## config.mk

```make
export PLATFORM = sky130hd
export DESIGN_NAME = vmm_ram
export DESIGN_NICKNAME = d
export VERILOG_FILES = /design/src/video_memory_map_mirroring_macros.svh /design/src/vmm_ram.sv
export SDC_FILE = /design/constraint.sdc
export NUM_CORES = 1
export LEC_CHECK = 0
export ABC_AREA = 1
export BUFFER_PORTS_ARGS = -buffer_cell sky130_fd_sc_hd__buf_4
export CAP_MARGIN = 15
export CORE_ASPECT_RATIO = 1.25
export CORE_MARGIN = 5
export CORE_UTILIZATION = 40
export CTS_BUF_LIST = sky130_fd_sc_hd__clkbuf_4 sky130_fd_sc_hd__clkbuf_8
export CTS_CLUSTER_DIAMETER = 60
export CTS_CLUSTER_SIZE = 10
export DETAILED_ROUTE_END_ITERATION = 16
export PLACE_DENSITY = 0.64
export SYNTH_ARGS = -nofsm -noshare
export SYNTH_HDL_FRONTEND = slang
export SYNTH_SLANG_ARGS = --single-unit
```

## constraint.sdc

```tcl
create_clock -name clock -period 2.1 [get_ports clock]
set_input_delay 0.42 -clock clock [delete_from_list [all_inputs] [get_ports clock]]
set_output_delay 0.42 -clock clock [all_outputs]
set_load 0.02 [all_outputs]
```

## src/video_memory_map_mirroring_macros.svh

```systemverilog
// assertion macros for the video memory map block
// no dependencies; taken in by the modules that carry assertions
`ifndef VIDEO_MEMORY_MAP_MIRRORING_MACROS_SVH
`define VIDEO_MEMORY_MAP_MIRRORING_MACROS_SVH

`ifndef ASSERT_OFF
`define VMM_ASSERT(lbl, clk, rst, prop, msg) \
   lbl: assert property (@(posedge clk) disable iff (rst) prop) else $error(msg);
`define VMM_NEVER(lbl, clk, rst, cond, msg) \
   lbl: assert property (@(posedge clk) disable iff (rst) !(cond)) else $error(msg);
`else
`define VMM_ASSERT(lbl, clk, rst, prop, msg)
`define VMM_NEVER(lbl, clk, rst, cond, msg)
`endif

`endif

```

## src/vmm_ram.sv

```systemverilog
// generic single-port ram with registered read
// no dependencies
module vmm_ram #(
   parameter int WIDTH = 8,
   parameter int DEPTH = 32
) (
   input  logic                     clock,
   input  logic                     we,
   input  logic                     re,
   input  logic [$clog2(DEPTH)-1:0] addr,
   input  logic [WIDTH-1:0]         wdata,
   output logic [WIDTH-1:0]         rdata
);

   logic [WIDTH-1:0] mem_ff [DEPTH];
   logic [WIDTH-1:0] rdata_ff;

   always_ff @(posedge clock) begin
      if (we) begin
         mem_ff[addr] <= wdata;
      end
      if (re) begin
         rdata_ff <= mem_ff[addr];
      end
   end

   assign rdata = rdata_ff;

endmodule

```

==> results.cfg, run 1 <==
[pwr]
power_leakage_nw = 5.13
clkPwrFrac = 0.306
switchingPower_mw = 2.17
p_seq_frac = 0.619
vdd_drop_max_mv = 0.408
p_sw_frac = 0.227
powerDensity_nw_per_um2 = 771
combPwrFrac = 0.074
internal_power_mw = 7.36
p_total_mw = 9.52

[placed_design]
portBuffers = 23
hpwl_mm = 15.3
placedCellCount = 1444
pre_cts_ws_ns = -0.0181
place.gp.congestion = 0.827

[sta]
period_share = 0.763
setup_viol = 0
worstMarginPinSlew_ns = 0.564
clock_skew_ns = 0.00888
layout_min_cycle_time_ns = 1.60
drv_slew = 0
finalHoldViolCount = 0
max_clock_freq_mhz = 624
setup_slack_ns = 0.499
max-slew-margin-rel = 0.623
rsz0062_at_grt = false

[cells_and_area]
multi_input_comb_area_um2 = 2830
drive_above_1_share = 0.112
final_cell_mix = nand2_1, edfxtp_1, buf_4
fill_cells = 2540
regArea_um2 = 7930
nNetsFinal = 1142
layout_commonest_cell = nand2_1
area_delta_synth_final_pct = 11.5
final_util = 0.449
n_antenna_cell = 0
final_cells = 1476

[routing]
drt_first_pass_iters = 4
ant_nets = 0
vias = 7100
drc = 0
viasPerCell = 4.81
drt_iter0_drc = 594
routedWlPerCell_um = 16.8
drt_wl_total_mm = 24.8

[logic_synthesis]
synth_compound_area_frac = 0
synth.distinct_cells = 11
yosys.area_share.simple = 0.256
yosys_warnings = 0
synth_top_family_by_area = simple AND/OR/NAND/NOR gates
ys_ff_latch = 264
synth_fa_ha_area_frac = 0
synth-xor-area-share = 0
avgSynthCellArea_um2 = 10.4
synthCells = 1063
netlist_area_um2 = 11100
synth_mux_area_frac = 0
synth_nets = 1079
ys_seq_area_frac = 0.716

[global_route]
first_global_vias = 7098
grt-ovfl-total = 0
grt_max_degree = 62
antenna_found_initial = 0
gr-usage-all-layers = 0.159
grt_pass1_wl_mm = 39.2

[setup_path]
required_ns = 1.68
end_kind = primary output
worstPathArrival_ns = 1.18
path_buf_inv = 1
max_stage_delay_ns = 0.43
cpLargestDelayFamily = flip-flops
path_cells = buf_4
slowest_stage = edfxtp_1
crit_type = reg2out
cp-start-kind = register
crit_fanout = 1

[cts]
cts_hold_buffers = 0
htree_levels = 1
path_clk_slew_ns = 0.07
cts-root-buf = clkbuf_8
cts_tree = built
insertion_delay_ns = 0.57
cts_setup_buffers = 0
cts.sink_count = 264
clockBufferDepth = 3
cts_buffers = 30
cts_resized = 0

[floorplan]
die_w_um = 159
start_util = 0.403
dieArea_um2 = 31100
row_count = 68
die_h_um = 196
io_pins = 24
core_um2 = 27500

[job]
max_cap_violations = 0

[worst_hold_path]
hold_path.class = in2reg

[outcome]
status = completed
==> state kept, by name, indices dropped and copies added, names as in the netlist <==
register and cells:
rdata 8, mem_ff 256
==> Yosys cell counts <==
cell,count,area (um2)
nor2_1,48,180
inv_2,9,33.8
buf_6,1,11.3
inv_1,4,15.0
buf_4,13,97.6
nor3_2,8,80.1
nand2_1,680,2550
clkbuf_1,8,30.0
buf_2,24,120
edfxtp_1,264,7930
nand3_1,4,20.0
==> power groups by stage <==
stage	Sequential (mW)	Combinational, mW	Clock, mW
floorplan	6.03	0.381	0
global placement	6.01	0.710	0
detailed placement	6.01	0.717	0
CTS	5.90	0.719	3.02
global route	5.90	0.794	3.23
finish	5.90	0.707	2.92
==> layout make-up <==
| class | count | area share |
|---|---|---|
| inverter | 13 | 0.00416 |
| clock buffer | 30 | 0.0334 |
| sequential | 264 | 0.642 |
| multi-input combinational | 740 | 0.229 |
| clock inverter | 2 | 0.00142 |
| timing repair buffer | 77 | 0.0539 |
| tap | 350 | 0.0355 |
==> path summary, 6_finish.rpt <==
path	startpoint	end	cells past startpoint	slack (ns)
min	re	rdata[3]	1	0.14
max	rdata[4]	rdata[4]	1	0.50
max reg2reg	mem_ff[10][3]	rdata[3]	8	0.75
min reg2reg	mem_ff[30][4]	rdata[4]	8	0.79
==> per-layer routing <==
metal / up-vias / GRT usage / share of wire
li1: 3543 / - / -
met1: 3344 / 0.206 / 0.44
met2: 164 / 0.275 / 0.49
met3: 49 / 0.0214 / 0.042
met4: 0 / 0.0548 / 0.028
met5: - / 0 / 0
==> metrics by stage <==
| step | hold WS (ns) | area (um2) | TNS [ns] |
|---|---|---|---|
| after floorplan | 0.519 | 11100 | 0 |
| after global placement | 0.724 | 11900 | 0 |
| after detailed placement | 0.729 | 11900 | -0.144 |
| after CTS | 0.105 | 12300 | 0 |
| after global routing | 0.118 | 12300 | 0 |
| final | 0.142 | 12300 | 0 |
==> logic make-up after synthesis <==
logic type,after synthesis
flops,264
buf+inv,59
simple gates,740
No activity file was read; power rests on OpenSTA's default activity.
==> run 2, diff against run 1 <==
==> constraint.sdc (replaced) <==
create_clock -name clock -period 1.5 [get_ports clock]
set_input_delay 0.3 -clock clock [delete_from_list [all_inputs] [get_ports clock]]
set_output_delay 0.3 -clock clock [all_outputs]
set_load 0.02 [all_outputs]
==> run 2 against run 1 <==
Combinational power is 61% higher; worst setup slack got worse by 0.48 ns; via count grew 0.62%; sequential share of layout area down 2.7 points; largest power group unchanged; core utilization grew 2.0 points; flip-flop and latch count stayed put; clock-buffer cell count did not move.
==> results.cfg, run 2 (synthesized netlist as in run 1, its figures left out) <==
[placed_design]
placedCellCount = 1443
portBuffers = 23
hpwl_mm = 16.3
place_area_um2 = 12400
place.gp.congestion = 0.855

[setup_path]
cp-startpoint = rdata[5]
path_cells = buf_6
cpLargestDelayFamily = flip-flops
max_stage_delay_ns = 0.45
worstPathArrival_ns = 1.18
slowest_stage = edfxtp_1
required_ns = 1.20
cp-start-kind = register
path_buf_inv = 1
r2r-start = mem_ff[13][5]
end_kind = primary output
crit_type = reg2out
crit_fanout = 1

[floorplan]
row_count = 68
die_w_um = 159
die_h_um = 196
core_um2 = 27500
io_pins = 24
dieArea_um2 = 31100
start_util = 0.403

[worst_hold_path]
hold_path.class = in2reg
hp-start = re

[global_route]
grt_use_met2 = 0.293
grt_util_met3 = 0.0200
gr-usage-all-layers = 0.164
met1_usage = 0.208
busiest_layer = met2
grt_max_degree = 62
grt-ovfl-total = 0
antenna_found_initial = 0
first_global_vias = 7253
grt_pass1_wl_mm = 40.4

[cells_and_area]
final_cells = 1476
n_antenna_cell = 0
largest_reg_flops = 256
nNetsFinal = 1141
regMostFlops = mem_ff
area_delta_synth_final_pct = 16.4
finalInstanceArea_um2 = 12900
final_cell_mix = nand2_1, edfxtp_1, buf_4
layout_commonest_cell = nand2_1
drive_above_1_share = 0.147

[routing]
vias = 7144
ant_nets = 0
viasPerCell = 4.84
drc = 0
drt_first_pass_iters = 4
drt_iter0_drc = 507
drt_wl_total_mm = 25.7
routedWlPerCell_um = 17.4

[cts]
cts_tree = built
clockBufferDepth = 3
cts_setup_buffers = 0
cts_buffers = 30
htree_levels = 1
cts.sink_count = 264
insertion_delay_ns = 0.58
cts-root-buf = clkbuf_8
path_clk_slew_ns = 0.07
cts_hold_buffers = 0

[outcome]
status = completed

[sta]
max_clock_freq_mhz = 677
max-slew-margin-rel = 0.701
drv_slew = 0
finalHoldViolCount = 0
whs_ns = 0.0445
period_share = 0.985
worstMarginPinSlew_ns = 0.448
layout_min_cycle_time_ns = 1.48
final.setup.tns_ns = 0
clock_skew_ns = 0.0195
rsz0062_at_grt = true
setup_viol = 0

[pwr]
switchingPower_mw = 3.13
internal_power_mw = 10.6
powerDensity_nw_per_um2 = 1060
combPwrFrac = 0.083
clkPwrFrac = 0.313
p_sw_frac = 0.229
vdd_drop_max_mv = 0.577
p_seq_frac = 0.604
power_leakage_nw = 5.20

[job]
max_cap_violations = 0
run 2: cell types whose count changed in the layout (fill, tap and decap cells not counted), sizes merged:
| cell | change |
|---|---|
| bufinv | +1 |
| buf | -1 |
run 2: routing by layer:
layer  vias up  wire (um)
met5         -          0
li1       3550          -
met1      3397      10800
met4         0        677
met3        45       1000
met2       152      13200
run 2: layout make-up:
type | instances | area (um2)
multi-input combinational | 740 | 3170
clock inverter | 3 | 42.5
tap | 350 | 438
inverter | 13 | 58.8
fill | 2496 | 14600
clock buffer | 30 | 413
sequential | 264 | 7930
timing repair buffer | 76 | 836
run 2: per-stage QoR:
step           total power, mW  worst slack (ns)   util
6_report                  13.7            0.0227  0.469
5_1_grt                   14.2           -0.0174  0.469
4_1_cts                   13.8          -0.00520  0.469
3_5_place_dp              9.57            -0.230  0.452
3_3_place_gp              9.56            -0.215  0.452
2_1_floorplan             9.05            0.0169      -
run 2: worst reg2reg max path, cell delays in order, from the launching register on:
cell and delay, ns:
edfxtp_1 0.37, nand2_1 0.08, nand2_1 0.05, nand2_1 0.05, nand2_1 0.07, nand2_1 0.07
nand2_1 0.07, nor2_1 0.23, nand2_1 0.08
run 2: worst paths after layout:
check                  end  slack, ns  depth (start not counted)
setup / recovery  rdata[5]       0.02                          1
hold / removal    rdata[2]       0.04                          1
setup reg to reg  rdata[5]       0.18                          8
hold reg to reg   rdata[0]       0.80                          8
run 2: power by group through the flow:
stage	registers [mW]	clock network (mW)	logic (mW)
floorplan	8.44	0	0.612
global placement	8.42	0	1.13
detailed placement	8.42	0	1.15
CTS	8.26	4.38	1.15
global route	8.26	4.69	1.26
finish	8.26	4.29	1.14
run 2: what timing repair did:
item                                    CTS  global route
resized for setup                         3             1
endpoints found under the setup margin    3             4
cloned                                    0             0
==> run 3, diff against run 2 <==
==> constraint.sdc (replaced) <==
create_clock -name clock -period 1.5 [get_ports clock]
set_input_delay 0.3 -clock clock [delete_from_list [all_inputs] [get_ports clock]]
set_output_delay 0.3 -clock clock [all_outputs]
set_load 0.1 [all_outputs]
==> run 3 against run 2 <==
The run now ends with negative setup slack left; largest cell class unchanged; combinational power rose by 11%; wire length barely moved; critical path type unchanged; clock-buffer cell count did not move; sequential share of layout area fell by 0.090 points; non-clock buffer count did not move; total power rose by 0.88%; register-to-register slack barely moved; flip-flop and latch count did not move; global-route usage did not move; cell count did not move; cell area rose by 0.15%; via count rose by 0.18%.
==> results.cfg, run 3 (synthesized netlist as in run 1, its figures left out) <==
[outcome]
status = complete, but fails checks
violations = negative setup slack

[global_route]
grt-ovfl-total = 0
grt_max_degree = 62
gr-usage-all-layers = 0.164
grt_pass1_wl_mm = 40.4
first_global_vias = 7250
antenna_found_initial = 0

[sta]
rsz0062_at_grt = true
max_clock_freq_mhz = 653
period_share = 1.02
finalHoldViolCount = 0
drv_slew = 0
worstMarginPinSlew_ns = 0.441
setup_slack_ns = -0.0321
max-slew-margin-rel = 0.706
clock_skew_ns = 0.0181
setup_viol = 5
layout_min_cycle_time_ns = 1.53
whs_ns = 0.0410
final.setup.tns_ns = -0.0594

[floorplan]
row_count = 68
start_util = 0.403
core_um2 = 27500
die_w_um = 159
io_pins = 24
die_h_um = 196
dieArea_um2 = 31100

[setup_path]
crit_type = reg2out
required_ns = 1.20
cp-start-kind = register
cp-startpoint = rdata[5]
max_stage_delay_ns = 0.45
worstPathArrival_ns = 1.23
r2r-start = mem_ff[11][2]
path_cells = buf_6
cpLargestDelayFamily = flip-flops
crit_fanout = 1
slowest_stage = edfxtp_1
end_kind = primary output
path_buf_inv = 1

[cts]
htree_levels = 1
insertion_delay_ns = 0.58
cts_tree = built
cts_setup_buffers = 0
path_clk_slew_ns = 0.07
cts-root-buf = clkbuf_8
cts.sink_count = 264
cts_buffers = 30
cts_hold_buffers = 0
clockBufferDepth = 3

[pwr]
p_total_mw = 13.8
vdd_drop_max_mv = 0.575
powerDensity_nw_per_um2 = 1070
power_leakage_nw = 5.21

[cells_and_area]
regMostFlops = mem_ff
n_antenna_cell = 0
final_cell_mix = nand2_1, edfxtp_1, buf_4
area_delta_synth_final_pct = 16.6
finalInstanceArea_um2 = 12900
fill_cells = 2494
nNetsFinal = 1141
layout_commonest_cell = nand2_1
largest_reg_flops = 256
drive_above_1_share = 0.147

[job]
max_cap_violations = 0

[routing]
vias = 7157
drt_first_pass_iters = 5
ant_nets = 0
drc = 0
drt_wl_total_mm = 25.6
viasPerCell = 4.85
routedWlPerCell_um = 17.4
drt_iter0_drc = 509

[placed_design]
portBuffers = 23
hpwl_mm = 16.3
place.gp.congestion = 0.855
place_area_um2 = 12400

[worst_hold_path]
hold_path.class = in2reg
hp-start = re
## run 3: cell counts in the layout (fill, tap and decap cells not counted)
Identical to the previous run, type by type.
## run 3: per-layer routing
| metal | vias up | wire, um | track usage |
|---|---|---|---|
| met5 | - | 0 | 0 |
| met4 | 0 | 670 | 0.0510 |
| met3 | 43 | 1130 | 0.0198 |
| met2 | 173 | 13200 | 0.293 |
| met1 | 3392 | 10600 | 0.208 |
| li1 | 3549 | - | - |
## run 3: worst paths after layout
path	depth (start not counted)	slack, ns	to
max reg2reg	8	0.19	rdata[2]
max	1	-0.03	rdata[5]
min reg2reg	8	0.80	rdata[0]
min	1	0.04	rdata[1]
## run 3: layout make-up
cell class,count,area (um2),area share
clock buffers,30,413,0.0320
clock inverters,3,42.5,0.00330
inverters,13,58.8,0.00456
multi-input cells,740,3170,0.246
flip-flops and latches,264,7930,0.614
well taps,350,438,0.0339
repair buffers,76,855,0.0662
## run 3: report_power, final
part / internal [mW] / switching (mW)
clock: 1.96 / 2.31
combinational: 0.376 / 0.896
sequential: 8.23 / 0.0366
## run 3: timing repair
item                                    in CTS  in global routing
resized for setup                            8                  1
endpoints found under the setup margin       8                  8
pin swaps                                    0                  0
## run 3: stage by stage
step | cells | setup slack, ns | utilization
after floorplan | 1063 | 0.0169 | -
final | 1476 | -0.0321 | 0.470
after global routing | 1476 | -0.0729 | 0.470
after detailed placement | 1443 | -0.230 | 0.452
after global placement | 1443 | -0.215 | 0.452
after CTS | 1476 | -0.0606 | 0.470
